### config.mk
export PLATFORM = sky130hd
export DESIGN_NAME = ultrasonic_echo_ranger_flat
export DESIGN_NICKNAME = d
export VERILOG_FILES = /design/src/rtl/core/uer_pkg.sv /design/src/rtl/core/uer_cmd_if.sv /design/src/rtl/core/uer_rpt_if.sv /design/src/rtl/core/ultrasonic_echo_ranger.sv /design/src/flat_wrapper.sv
export SDC_FILE = /design/constraint.sdc
export NUM_CORES = 1
export LEC_CHECK = 0
export ABC_CLOCK_PERIOD_IN_PS = 6300
export BUFFER_PORTS_ARGS = -buffer_cell sky130_fd_sc_hd__buf_2
export CAP_MARGIN = 20
export CORE_MARGIN = 10
export CORE_UTILIZATION = 56
export DETAILED_ROUTE_END_ITERATION = 12
export HOLD_SLACK_MARGIN = 0.1
export PLACE_DENSITY = 0.76
export SKIP_CTS_REPAIR_TIMING = 1
export SYNTH_ARGS = -nofsm -noshare
export SYNTH_HDL_FRONTEND = slang
export SYNTH_SLANG_ARGS = --single-unit
export TNS_END_PERCENT = 50
### constraint.sdc
create_clock -name clk -period 6.3 [get_ports clk]
set_clock_uncertainty 0.05 [all_clocks]
set_input_delay 0.63 -clock clk [delete_from_list [all_inputs] [get_ports clk]]
set_output_delay 0.63 -clock clk [all_outputs]
set_load 0.1 [all_outputs]
### src/rtl/core/uer_pkg.sv
`timescale 1ns / 1ps
`default_nettype none
// -----------------------------------------------------------------------------
// uer_pkg
// Types and constants shared by the echo ranger and its channel interfaces.
// -----------------------------------------------------------------------------
package uer_pkg;

	// field widths
	localparam int OPCODE_W  = 2;
	localparam int CHAN_W    = 1;
	localparam int TIME_W    = 16;
	localparam int DIST_W    = 14;
	localparam int STOPDIST_W = 12;
	localparam int CFG_IDX_W = 1;
	localparam int CFG_DATA_W = 16;

	// opcodes
	localparam logic [OPCODE_W-1:0] OP_START   = 2'd0;
	localparam logic [OPCODE_W-1:0] OP_ARM     = 2'd1;
	localparam logic [OPCODE_W-1:0] OP_CAPTURE = 2'd2;

	// register indexes
	localparam logic [CFG_IDX_W-1:0] REG_PERIOD   = 1'b0;
	localparam logic [CFG_IDX_W-1:0] REG_STOPDIST = 1'b1;

	localparam logic [TIME_W-1:0]     PERIOD_RESET   = 16'd19500;
	localparam logic [STOPDIST_W-1:0] STOPDIST_RESET = 12'd300;

	// capture phase of one channel
	typedef enum logic [3:0] {
		PH_NORESULT  = 4'b0001,
		PH_WAIT_HIGH = 4'b0010,
		PH_WAIT_LOW  = 4'b0100,
		PH_COMPLETE  = 4'b1000
	} phase_t;

	// distance arithmetic: mm = 171 * width / 1000
	localparam logic [7:0]        MM_PER_MS_HALF = 8'd171;
	localparam logic [TIME_W-1:0] TIMEOUT_WIDTH  = 16'd2000;
	localparam logic [DIST_W-1:0] MIN_REPORTED   = 14'd20;
	localparam logic [DIST_W-1:0] MAX_REPORTED   = 14'd4000;

	// product 171 * width fits 24 bits; /1000 as multiply by ceil(2^34/1000),
	// exact for every product below 2^24
	localparam int PROD_W      = 24;
	localparam int RECIP_W     = 25;
	localparam int RECIP_SHIFT = 34;
	localparam logic [RECIP_W-1:0] RECIP = 25'd17179870;

endpackage
`default_nettype wire

### src/rtl/core/uer_cmd_if.sv
`timescale 1ns / 1ps
`default_nettype none
// -----------------------------------------------------------------------------
// uer_cmd_if
// Command word channel of the echo ranger: start, arm and capture events.
// -----------------------------------------------------------------------------
interface uer_cmd_if;
	logic                          valid;
	logic                          ready;
	logic [uer_pkg::OPCODE_W-1:0]  opcode;
	logic [uer_pkg::CHAN_W-1:0]    channel;
	logic [uer_pkg::TIME_W-1:0]    capture_time;

	modport source (output valid, opcode, channel, capture_time, input ready);
	modport sink   (input valid, opcode, channel, capture_time, output ready);
endinterface
`default_nettype wire

### src/rtl/core/uer_rpt_if.sv
`timescale 1ns / 1ps
`default_nettype none
// -----------------------------------------------------------------------------
// uer_rpt_if
// Report word channel of the echo ranger: one status word per command word.
// -----------------------------------------------------------------------------
interface uer_rpt_if;
	logic                        valid;
	logic                        ready;
	logic [uer_pkg::CHAN_W-1:0]  report_channel;
	logic [uer_pkg::DIST_W-1:0]  distance_mm;
	logic                        reading_new;
	logic                        stop_active;
	logic                        trigger_level;

	modport source (output valid, report_channel, distance_mm, reading_new, stop_active,
		trigger_level, input ready);
	modport sink   (input valid, report_channel, distance_mm, reading_new, stop_active,
		trigger_level, output ready);
endinterface
`default_nettype wire

### src/rtl/core/ultrasonic_echo_ranger.sv
`timescale 1ns / 1ps
`default_nettype none
// -----------------------------------------------------------------------------
// ultrasonic_echo_ranger
// Multi-channel ultrasonic echo ranger: trigger control, echo width capture,
// distance conversion and per-channel stop flag.
// -----------------------------------------------------------------------------
// Takes one command word per cycle while the command side is not stalled, and
// returns one report word per command, in order. A word passes through five
// register stages: input register, channel state update with echo width,
// multiply by 171, reciprocal multiply for the divide by 1000, and the report
// register where the stop flag is decided. Each stage holds its word
// independently, so bubbles close up and commands keep coming in while a
// report waits, until all five stages are full.
module ultrasonic_echo_ranger #(
	parameter int CHANNELS = 2
) (
	input  wire logic                             clk,
	input  wire logic                             arst_n,
	input  wire logic                             cfg_we,
	input  wire logic [uer_pkg::CFG_IDX_W-1:0]    cfg_index,
	input  wire logic [uer_pkg::CFG_DATA_W-1:0]   cfg_data,
	uer_cmd_if.sink                               cmd,
	uer_rpt_if.source                             rpt
);

	localparam int IDX_W    = (CHANNELS > 1) ? $clog2(CHANNELS) : 1;
	localparam int TIME_W   = uer_pkg::TIME_W;
	localparam int DIST_W   = uer_pkg::DIST_W;
	localparam int PROD_W   = uer_pkg::PROD_W;
	localparam int SCALED_W = uer_pkg::PROD_W + uer_pkg::RECIP_W;

	// configuration
	logic [TIME_W-1:0]              period_q;
	logic [uer_pkg::STOPDIST_W-1:0] stop_dist_q;

	// channel state
	uer_pkg::phase_t   phase_q [CHANNELS];
	logic [TIME_W-1:0] rise_q  [CHANNELS];
	logic [TIME_W-1:0] width_q [CHANNELS];
	logic              stop_flag_q [CHANNELS];
	logic              trig_q;

	// pipeline
	logic v_s1, v_s2, v_s3, v_s4, v_s5;
	logic rdy_s1, rdy_s2, rdy_s3, rdy_s4, rdy_s5;

	logic [uer_pkg::OPCODE_W-1:0] opcode_s1;
	logic [uer_pkg::CHAN_W-1:0]   ch_s1, ch_s2, ch_s3, ch_s4, ch_s5;
	logic [TIME_W-1:0]            cap_s1;
	logic                         chv_s2, chv_s3, chv_s4;
	logic                         fresh_s2, fresh_s3, fresh_s4, fresh_s5;
	logic                         trig_s2, trig_s3, trig_s4, trig_s5;
	logic [TIME_W-1:0]            width_s2;
	logic [PROD_W-1:0]            prod_s3;
	logic [DIST_W-1:0]            quot_s4;
	logic [DIST_W-1:0]            dist_s5;
	logic                         stop_s5;

	assign rdy_s5 = !v_s5 || rpt.ready;
	assign rdy_s4 = !v_s4 || rdy_s5;
	assign rdy_s3 = !v_s3 || rdy_s4;
	assign rdy_s2 = !v_s2 || rdy_s3;
	assign rdy_s1 = !v_s1 || rdy_s2;
	assign cmd.ready = rdy_s1;

	always_ff @(posedge clk or negedge arst_n) begin
		if (!arst_n) begin
			v_s1 <= 1'b0;
			v_s2 <= 1'b0;
			v_s3 <= 1'b0;
			v_s4 <= 1'b0;
			v_s5 <= 1'b0;
		end else begin
			if (rdy_s1) v_s1 <= cmd.valid;
			if (rdy_s2) v_s2 <= v_s1;
			if (rdy_s3) v_s3 <= v_s2;
			if (rdy_s4) v_s4 <= v_s3;
			if (rdy_s5) v_s5 <= v_s4;
		end
	end

	// configuration writes
	always_ff @(posedge clk or negedge arst_n) begin
		if (!arst_n) begin
			period_q    <= uer_pkg::PERIOD_RESET;
			stop_dist_q <= uer_pkg::STOPDIST_RESET;
		end else if (cfg_we) begin
			unique case (cfg_index)
				uer_pkg::REG_PERIOD:   period_q    <= cfg_data[TIME_W-1:0];
				uer_pkg::REG_STOPDIST: stop_dist_q <= cfg_data[uer_pkg::STOPDIST_W-1:0];
				default: ;
			endcase
		end
	end

	// stage 1: input register
	always_ff @(posedge clk) begin
		if (rdy_s1 && cmd.valid) begin
			opcode_s1 <= cmd.opcode;
			ch_s1     <= cmd.channel;
			cap_s1    <= cmd.capture_time;
		end
	end

	// stage 1 -> 2: channel state update
	logic              adv_s1;
	logic              chv_d;
	logic [IDX_W-1:0]  idx_d;
	logic [TIME_W-1:0] diff_d;
	logic [TIME_W-1:0] echo_d;
	logic              fresh_d;
	logic              trig_d;
	uer_pkg::phase_t   phase_d [CHANNELS];
	logic [TIME_W-1:0] rise_d  [CHANNELS];
	logic [TIME_W-1:0] width_d [CHANNELS];

	assign adv_s1 = v_s1 && rdy_s2;
	assign chv_d  = 32'(ch_s1) < CHANNELS;
	assign idx_d  = chv_d ? IDX_W'(ch_s1) : '0;
	assign diff_d = cap_s1 - rise_q[idx_d];
	// capture wrapped past the period: add the period back
	assign echo_d = (cap_s1 >= rise_q[idx_d]) ? diff_d : diff_d + period_q;

	always_comb begin
		phase_d = phase_q;
		rise_d  = rise_q;
		width_d = width_q;
		trig_d  = trig_q;
		fresh_d = 1'b0;
		unique case (opcode_s1)
			uer_pkg::OP_START: begin
				for (int i = 0; i < CHANNELS; i++) begin
					if (phase_q[i] != uer_pkg::PH_COMPLETE) width_d[i] = uer_pkg::TIMEOUT_WIDTH;
				end
				trig_d = 1'b1;
			end
			uer_pkg::OP_ARM: begin
				for (int i = 0; i < CHANNELS; i++) begin
					phase_d[i] = uer_pkg::PH_WAIT_HIGH;
				end
				trig_d = 1'b0;
			end
			uer_pkg::OP_CAPTURE: begin
				if (chv_d) begin
					if (phase_q[idx_d] == uer_pkg::PH_WAIT_HIGH) begin
						rise_d[idx_d]  = cap_s1;
						phase_d[idx_d] = uer_pkg::PH_WAIT_LOW;
					end else if (phase_q[idx_d] == uer_pkg::PH_WAIT_LOW) begin
						width_d[idx_d] = echo_d;
						phase_d[idx_d] = uer_pkg::PH_COMPLETE;
						fresh_d        = 1'b1;
					end
				end
			end
			default: ;
		endcase
	end

	always_ff @(posedge clk or negedge arst_n) begin
		if (!arst_n) begin
			for (int i = 0; i < CHANNELS; i++) begin
				phase_q[i] <= uer_pkg::PH_NORESULT;
				rise_q[i]  <= '0;
				width_q[i] <= '0;
			end
			trig_q <= 1'b0;
		end else if (adv_s1) begin
			phase_q <= phase_d;
			rise_q  <= rise_d;
			width_q <= width_d;
			trig_q  <= trig_d;
		end
	end

	always_ff @(posedge clk) begin
		if (adv_s1) begin
			ch_s2    <= ch_s1;
			chv_s2   <= chv_d;
			fresh_s2 <= fresh_d;
			trig_s2  <= trig_d;
			width_s2 <= width_d[idx_d];
		end
	end

	// stage 2 -> 3: 171 * width
	always_ff @(posedge clk) begin
		if (v_s2 && rdy_s3) begin
			ch_s3    <= ch_s2;
			chv_s3   <= chv_s2;
			fresh_s3 <= fresh_s2;
			trig_s3  <= trig_s2;
			prod_s3  <= PROD_W'(width_s2) * PROD_W'(uer_pkg::MM_PER_MS_HALF);
		end
	end

	// stage 3 -> 4: divide by 1000 through the reciprocal
	logic [SCALED_W-1:0] scaled_d;
	assign scaled_d = SCALED_W'(prod_s3) * SCALED_W'(uer_pkg::RECIP);

	always_ff @(posedge clk) begin
		if (v_s3 && rdy_s4) begin
			ch_s4    <= ch_s3;
			chv_s4   <= chv_s3;
			fresh_s4 <= fresh_s3;
			trig_s4  <= trig_s3;
			quot_s4  <= scaled_d[uer_pkg::RECIP_SHIFT +: DIST_W];
		end
	end

	// stage 4 -> 5: reported distance and stop flag
	logic              adv_s4;
	logic [IDX_W-1:0]  idx_s4;
	logic [DIST_W-1:0] dist_d;
	logic              below_d;
	logic              stop_d;

	assign adv_s4  = v_s4 && rdy_s5;
	assign idx_s4  = chv_s4 ? IDX_W'(ch_s4) : '0;
	assign dist_d  = (chv_s4 && quot_s4 > uer_pkg::MIN_REPORTED) ? quot_s4
		: uer_pkg::MAX_REPORTED;
	assign below_d = dist_d < DIST_W'(stop_dist_q);
	// every older word has already written its flag by the time this one gets here
	assign stop_d  = !chv_s4 ? 1'b0 : (fresh_s4 ? below_d : stop_flag_q[idx_s4]);

	always_ff @(posedge clk or negedge arst_n) begin
		if (!arst_n) begin
			for (int i = 0; i < CHANNELS; i++) begin
				stop_flag_q[i] <= 1'b0;
			end
		end else if (adv_s4 && fresh_s4) begin
			stop_flag_q[idx_s4] <= below_d;
		end
	end

	always_ff @(posedge clk) begin
		if (adv_s4) begin
			ch_s5    <= ch_s4;
			fresh_s5 <= fresh_s4;
			trig_s5  <= trig_s4;
			dist_s5  <= dist_d;
			stop_s5  <= stop_d;
		end
	end

	assign rpt.valid          = v_s5;
	assign rpt.report_channel = ch_s5;
	assign rpt.distance_mm    = dist_s5;
	assign rpt.reading_new    = fresh_s5;
	assign rpt.stop_active    = stop_s5;
	assign rpt.trigger_level  = trig_s5;

	// a new reading carries the flag that its own distance decides
	a_fresh_stop: assert property (@(posedge clk) disable iff (!arst_n)
		rpt.valid && rpt.reading_new |->
			rpt.stop_active == (rpt.distance_mm < DIST_W'(stop_dist_q)))
		else $error("stop flag disagrees with fresh distance");

	a_dist_range: assert property (@(posedge clk) disable iff (!arst_n)
		rpt.valid |-> (rpt.distance_mm == uer_pkg::MAX_REPORTED ||
			(rpt.distance_mm > uer_pkg::MIN_REPORTED && rpt.distance_mm <= 14'd11206)))
		else $error("reported distance out of range");

	// the command side only stalls when every stage holds a word
	a_stall_full: assert property (@(posedge clk) disable iff (!arst_n)
		!cmd.ready |-> (v_s1 && v_s2 && v_s3 && v_s4 && v_s5))
		else $error("command stalled with a free stage");

	a_bad_channel: assert property (@(posedge clk) disable iff (!arst_n)
		rpt.valid && (32'(rpt.report_channel) >= CHANNELS) |->
			(rpt.distance_mm == uer_pkg::MAX_REPORTED && !rpt.reading_new && !rpt.stop_active))
		else $error("report for absent channel not blank");

endmodule
`default_nettype wire

### src/flat_wrapper.sv
// flat-port wrapper written by rule: the top's interface ports become plain ports
module ultrasonic_echo_ranger_flat 
#(
	parameter int CHANNELS = 2
)
  (clk, arst_n, cfg_we, cfg_index, cfg_data, cmd_valid, cmd_opcode, cmd_channel, cmd_capture_time, cmd_ready, rpt_valid, rpt_report_channel, rpt_distance_mm, rpt_reading_new, rpt_stop_active, rpt_trigger_level, rpt_ready);
  uer_cmd_if cmd_i ();
  uer_rpt_if rpt_i ();
  input  wire logic clk;
  input  wire logic arst_n;
  input  wire logic cfg_we;
  input  wire logic [uer_pkg::CFG_IDX_W-1:0] cfg_index;
  input  wire logic [uer_pkg::CFG_DATA_W-1:0] cfg_data;
  input wire logic [$bits(cmd_i.valid)-1:0] cmd_valid;
  input wire logic [$bits(cmd_i.opcode)-1:0] cmd_opcode;
  input wire logic [$bits(cmd_i.channel)-1:0] cmd_channel;
  input wire logic [$bits(cmd_i.capture_time)-1:0] cmd_capture_time;
  output wire logic [$bits(cmd_i.ready)-1:0] cmd_ready;
  output wire logic [$bits(rpt_i.valid)-1:0] rpt_valid;
  output wire logic [$bits(rpt_i.report_channel)-1:0] rpt_report_channel;
  output wire logic [$bits(rpt_i.distance_mm)-1:0] rpt_distance_mm;
  output wire logic [$bits(rpt_i.reading_new)-1:0] rpt_reading_new;
  output wire logic [$bits(rpt_i.stop_active)-1:0] rpt_stop_active;
  output wire logic [$bits(rpt_i.trigger_level)-1:0] rpt_trigger_level;
  input wire logic [$bits(rpt_i.ready)-1:0] rpt_ready;
  assign cmd_i.valid = cmd_valid;
  assign cmd_i.opcode = cmd_opcode;
  assign cmd_i.channel = cmd_channel;
  assign cmd_i.capture_time = cmd_capture_time;
  assign cmd_ready = cmd_i.ready;
  assign rpt_valid = rpt_i.valid;
  assign rpt_report_channel = rpt_i.report_channel;
  assign rpt_distance_mm = rpt_i.distance_mm;
  assign rpt_reading_new = rpt_i.reading_new;
  assign rpt_stop_active = rpt_i.stop_active;
  assign rpt_trigger_level = rpt_i.trigger_level;
  assign rpt_i.ready = rpt_ready;
  ultrasonic_echo_ranger #(.CHANNELS(CHANNELS)) u_core (.clk(clk), .arst_n(arst_n), .cfg_we(cfg_we), .cfg_index(cfg_index), .cfg_data(cfg_data), .cmd(cmd_i), .rpt(rpt_i));
endmodule
==> impl_metrics.py, run 1 <==
metrics = {
    "outcome": {
        "status": "finished, violations left",
        "violations": "negative setup slack",
    },
    "grt": {
        "grt_pass1_vias": 15336,
        "grt_max_degree": 79,
        "grt_usage_pct": 19.3,
        "grt-ovfl-total": 0,
        "grt_pass1_wl_mm": 74.4,
        "grt_antenna_before_repair": 0,
    },
    "worst_setup_path": {
        "critPathKind": "flip-flop to flip-flop",
        "crit_path_start_kind": "flip-flop",
        "arrival_ns": 6.80,
        "path_max_fanout": 4,
        "end_kind": "flip-flop",
        "required_ns": 6.51,
        "reg2regPathDepth": 24,
    },
    "cells_and_area": {
        "nNetsFinal": 2745,
        "postLayoutCoreUtil_pct": 63.2,
        "drive_above_1_share_pct": 15.4,
        "diodes": 0,
        "synthToLayoutAreaGrowth_pct": 12.0,
    },
    "placed_design": {
        "gp_congestion": 0.893,
        "dp_hpwl_mm": 36.0,
        "io_buffers": 60,
    },
    "sta": {
        "slew_headroom_pct": 27.5,
        "finalHoldViolCount": 0,
        "setup_violations": 7,
        "finalMaxSlewViolations": 0,
        "max_freq_mhz": 152,
        "tightest_slew_ns": 1.09,
        "postLayoutSetupSlackWorst_ns": -0.296,
        "fin_crit_sh_pct": 105,
        "min_period_ns": 6.60,
        "grt_setup_unrepaired": "yes",
    },
    "clock_network": {
        "clkSinkCount": 208,
        "cts_max_path_buffers": 3,
        "numCtsBuffers": 22,
        "clk_latency_ns": 0.51,
        "path_clk_slew_ns": 0.07,
        "h-tree-depth": 1,
        "root_buffer": "clkbuf_16",
        "cts_tree": "built",
    },
    "synthesis": {
        "yosysWarningCount": 0,
        "synth_top_cells_by_count": "inv_1, ha_1, fa_1, edfxtp_1, dfrtp_1",
        "ys_top_cells_by_area": "ha_1, fa_1, edfxtp_1",
        "syn-cell-area_mm2": 0.0211,
        "synth_area_per_cell_um2": 10.6,
        "seq_area_frac_synth_pct": 27.1,
        "ys_ff_latch": 208,
        "synth_top_area_share_pct": 21.7,
        "yosysTopAreaCell": "ha_1",
        "async_reset_ff_share_pct": 51.9,
        "ys.flop_type": "edfxtp_1",
        "postSynthCellCount": 1988,
        "synth.most_common_cell": "inv_1",
        "synth_edf_count": 100,
        "syn-num-nets": 2610,
        "yosys.cell_types.count": 66,
    },
    "floorplan": {
        "die_width_um": 214,
        "fp.dieH_um": 214,
        "ios": 61,
        "coreArea_mm2": 0.0374,
        "die-area_mm2": 0.0459,
        "rows": 71,
        "start_util_pct": 56.5,
    },
    "worst_hold_path": {
        "min_path_type": "primary input to flip-flop",
        "whs_path_depth": 1,
    },
    "run": {
        "maxCapViolCount": 0,
    },
    "drt": {
        "viasPerCell": 5.39,
        "drc": 0,
        "drtIter0Drc": 743,
        "num_vias": 14289,
        "avgRoutedWirePerCell_um": 16.9,
        "firstDrtPassIters": 5,
        "drtAntennaViolNets": 0,
        "drt-total-wl_mm": 44.7,
    },
}
metal layers:
layer | vias to the layer above | track usage [%] | routed length (um)
met5 | - | 0 | 0
met4 | 0 | 6.74 | 1360
met3 | 93 | 2.06 | 1720
met2 | 314 | 34.5 | 22800
met1 | 7022 | 23.8 | 18800
li1 | 6860 | - | -
worst paths after layout:
check | from | end | slack, ns
min in group asynchronous | arst_n | u_core.width_q[3]$_DFFE_PN0P_ | 0.54
worst max register to register | u_core.prod_s3[20]$_DFFE_PP_ | u_core.quot_s4[10]$_DFFE_PP_ | -0.30
worst min register to register | u_core.ch_s2$_DFFE_PP_ | u_core.ch_s3$_DFFE_PP_ | 0.37
max in group asynchronous | arst_n | u_core.period_q[8]$_DFFE_PN0P_ | 4.33
worst max-delay path | u_core.prod_s3[20]$_DFFE_PP_ | u_core.quot_s4[10]$_DFFE_PP_ | -0.30
worst min-delay path | cmd_capture_time[2] | u_core.cap_s1[2]$_DFFE_PP_ | 0.24
area by class of cell:
type,instances,area (um^2)
multi-input cells,1290,13900
fillers,2909,13800
flip-flops and latches,208,5720
inverters,463,1740
repair buffers,138,920
clock buffers,32,682
well taps,511,639
clock inverters,8,47.5
registers in the layout, summed over array words and instances, names as in the netlist, 2 cells and up:
signal / cells
u_core.quot_s4: 14
u_core.phase_q: 8
u_core.cap_s1: 16
u_core.prod_s3: 24
u_core.period_q: 16
u_core.rise_q: 32
u_core.rpt.distance_mm: 14
u_core.width_q: 32
u_core.stop_dist_q: 12
u_core.width_s2: 16
u_core.opcode_s1: 2
u_core.stop_flag_q: 2
cells in the final DEF (no fill, tap or decap), types with 12 or more instances in the layout:
cell type | Yosys | routed
fa_2 | 0 | 12
and2_1 | 15 | 15
dfrtp_1 | 96 | 96
mux2_2 | 70 | 70
o21a_1 | 14 | 14
nand2b_1 | 17 | 17
o21ai_0 | 62 | 61
and3_1 | 12 | 12
nor2b_1 | 15 | 15
a21oi_1 | 71 | 65
ha_1 | 367 | 346
inv_1 | 461 | 448
nand2_1 | 87 | 87
edfxtp_1 | 100 | 100
ha_4 | 0 | 17
inv_2 | 0 | 13
nand3_1 | 21 | 19
a21o_1 | 21 | 21
buf_4 | 0 | 67
a31oi_1 | 12 | 12
nor3_1 | 18 | 17
nor2_1 | 72 | 71
xnor2_1 | 36 | 36
fa_1 | 214 | 202
mux2i_1 | 26 | 26
a211oi_1 | 16 | 16
clkbuf_16 | 0 | 25
buf_2 | 1 | 59
xor2_1 | 15 | 13
dfstp_2 | 12 | 12
critical path, cell delays in order (launching register included):
cell	delay [ns]
edfxtp_1	0.49
fa_1	0.59
inv_2	0.04
fa_1	0.50
inv_2	0.05
ha_4	0.21
fa_2	0.55
fa_2	0.44
fa_1	0.49
inv_1	0.05
fa_1	0.49
inv_1	0.05
ha_1	0.27
nand4_1	0.10
nor4_2	0.06
buf_4	0.15
a21oi_4	0.15
o211ai_1	0.11
buf_4	0.17
a21o_1	0.21
a41o_1	0.23
o41a_1	0.39
a21o_1	0.23
buf_4	0.14
xor2_1	0.13
through the flow:
step / hold WS (ns) / std cells / TNS (ns) / instance area (um^2) / worst slack, ns
floorplan: 0.284 / 1988 / -0.239 / 21100 / -0.159
global placement: 0.355 / 2596 / -1.46 / 22500 / -0.378
detailed placement: 0.359 / 2596 / -3.08 / 22500 / -0.608
CTS: 0.0108 / 2636 / -3.11 / 23200 / -0.597
global route: 0.229 / 2650 / -3.39 / 23600 / -0.495
finish: 0.245 / 2650 / -1.31 / 23600 / -0.296
cell families (layout without fill, tap and decap cells):
kind of cell	after synthesis	count (layout)	share of synthesized area (%)
buffers and inverters	490	641	8.72
DFF	208	208	27.1
AOI/OAI and AO/OA	278	278	8.73
xor gates and xnor gates	51	51	2.12
muxes	96	96	4.97
and+or+nand+nor	284	284	6.34
adders and majority gates	581	581	42.0
Power of run 1 is left out: the tool's default activity adds up to more than one toggle a clock period on the data nets, which glitch-free logic cannot reach.
==> inputs of run 2 (changes only) <==
--- a/config.mk
+++ b/config.mk
@@ -9,12 +9,11 @@
 export BUFFER_PORTS_ARGS = -buffer_cell sky130_fd_sc_hd__buf_2
 export CAP_MARGIN = 20
 export CORE_MARGIN = 10
-export CORE_UTILIZATION = 56
+export CORE_UTILIZATION = 45
 export DETAILED_ROUTE_END_ITERATION = 12
 export HOLD_SLACK_MARGIN = 0.1
-export PLACE_DENSITY = 0.76
 export SKIP_CTS_REPAIR_TIMING = 1
 export SYNTH_ARGS = -nofsm -noshare
 export SYNTH_HDL_FRONTEND = slang
 export SYNTH_SLANG_ARGS = --single-unit
-export TNS_END_PERCENT = 50
+export TNS_END_PERCENT = 5
==> run 2 against run 1 <==
Against the previous run: sequential cell count is the same; critical path depth grew 1; largest cell class unchanged; via count shrank 3.2%; the flow still finishes with violations (negative setup slack); worst setup slack gained 0.073 ns; die area grew 22%.
==> impl_metrics.py, run 2 (same netlist as run 1, synthesis figures left out) <==
metrics = {
    "floorplan": {
        "die_width_um": 237,
        "die-area_mm2": 0.0560,
        "ios": 61,
        "rows": 79,
        "coreArea_mm2": 0.0465,
        "fp.dieH_um": 237,
        "start_util_pct": 45.5,
    },
    "sta": {
        "tightest_slew_ns": 1.02,
        "fin_crit_sh_pct": 104,
        "max_freq_mhz": 153,
        "grt_setup_unrepaired": "yes",
        "min_period_ns": 6.52,
        "slew_headroom_pct": 32.3,
        "finalMaxSlewViolations": 0,
        "setup_violations": 6,
        "finalHoldViolCount": 0,
        "postLayoutSetupSlackWorst_ns": -0.224,
    },
    "worst_setup_path": {
        "path_max_fanout": 4,
        "reg2regPathDepth": 25,
        "slowest_delay_ns": 0.61,
        "crit_path_start_kind": "flip-flop",
        "required_ns": 6.52,
        "arrival_ns": 6.74,
        "cpMaxStageDelayCell": "fa_2",
        "critPathKind": "flip-flop to flip-flop",
        "end_kind": "flip-flop",
    },
    "grt": {
        "grt_pass1_vias": 14477,
        "grt-ovfl-total": 0,
        "grt_antenna_before_repair": 0,
        "grt_pass1_wl_mm": 73.0,
        "grt_max_degree": 57,
        "grt_usage_pct": 15.6,
    },
    "drt": {
        "drtAntennaViolNets": 0,
        "viasPerCell": 5.03,
        "drtIter0Drc": 688,
        "firstDrtPassIters": 5,
        "num_vias": 13831,
        "drc": 0,
        "avgRoutedWirePerCell_um": 15.9,
        "drt-total-wl_mm": 43.7,
    },
    "clock_network": {
        "numCtsBuffers": 22,
        "cts_max_path_buffers": 3,
        "cts_tree": "built",
        "clkSinkCount": 208,
        "root_buffer": "clkbuf_16",
        "clk_latency_ns": 0.51,
        "h-tree-depth": 1,
        "path_clk_slew_ns": 0.06,
    },
    "cells_and_area": {
        "largestRegisters": "u_core.rise_q (32), u_core.width_q (32), u_core.prod_s3 (24)",
        "postLayoutCoreUtil_pct": 51.1,
        "drive_above_1_share_pct": 14.6,
        "diodes": 0,
        "synthToLayoutAreaGrowth_pct": 12.3,
        "final_area_mm2": 0.0237,
        "nNetsFinal": 2748,
        "final_cell_mix": "inv_1, ha_1, fa_1",
        "layout_commonest_cell": "inv_1",
    },
    "worst_hold_path": {
        "min_path_type": "primary input to async pin",
    },
    "outcome": {
        "violations": "negative setup slack",
        "status": "finished, violations left",
    },
    "placed_design": {
        "gp_congestion": 0.839,
        "io_buffers": 60,
        "dp_hpwl_mm": 36.2,
        "post_dp_cell_area_mm2": 0.0226,
    },
    "run": {
        "maxCapViolCount": 0,
    },
}
[run 2: final timing paths]
kind	slack, ns	start	to
max	-0.22	u_core.prod_s3[20]$_DFFE_PP_	u_core.quot_s4[13]$_DFFE_PP_
min	0.10	arst_n	u_core.phase_q[2]$_DFFE_PN0P_
max reg2reg	-0.22	u_core.prod_s3[20]$_DFFE_PP_	u_core.quot_s4[13]$_DFFE_PP_
min reg2reg	0.38	u_core.trig_s4$_DFFE_PP_	u_core.rpt.trigger_level$_DFFE_PP_
max in group asynchronous	4.91	arst_n	u_core.period_q[8]$_DFFE_PN0P_
min in group clk	0.23	cmd_capture_time[10]	u_core.cap_s1[10]$_DFFE_PP_
[run 2: area by class of cell]
| type | count | area [um^2] |
|---|---|---|
| Fill cell | 4207 | 22700 |
| Multi-Input combinational cell | 1290 | 13800 |
| Sequential cell | 208 | 5720 |
| Inverter | 463 | 1740 |
| Timing Repair Buffer | 141 | 932 |
| Tap cell | 607 | 759 |
| Clock buffer | 32 | 723 |
| Clock inverter | 8 | 76.3 |
[run 2: per-layer routing]
layer / track usage [%] / part of all wire (%)
met1: 20.2 / 46
met2: 28.1 / 51
met3: 1.34 / 2.5
met4: 2.70 / 1.2
met5: 0 / 0
[run 2: through the flow]
stage	hold slack (ns)	TNS [ns]	cells	setup WS, ns
6_report	0.100	-0.976	2749	-0.224
5_1_grt	0.156	-3.31	2749	-0.503
4_1_cts	0.125	-4.55	2732	-0.573
3_5_place_dp	0.355	-4.40	2692	-0.560
3_3_place_gp	0.352	-2.82	2692	-0.417
2_1_floorplan	0.284	-0.239	1988	-0.159
[run 2: worst max-delay path: cells and delay by family, from the launching register on]
kind,cells,cell delay [ns]
buf+inv,7,0.67
simple gates,2,0.16
compound gates,7,1.34
xor+xnor,1,0.12
fa+ha+maj,8,3.50
flops,1,0.44
Power of run 2 is left out for the same reason.
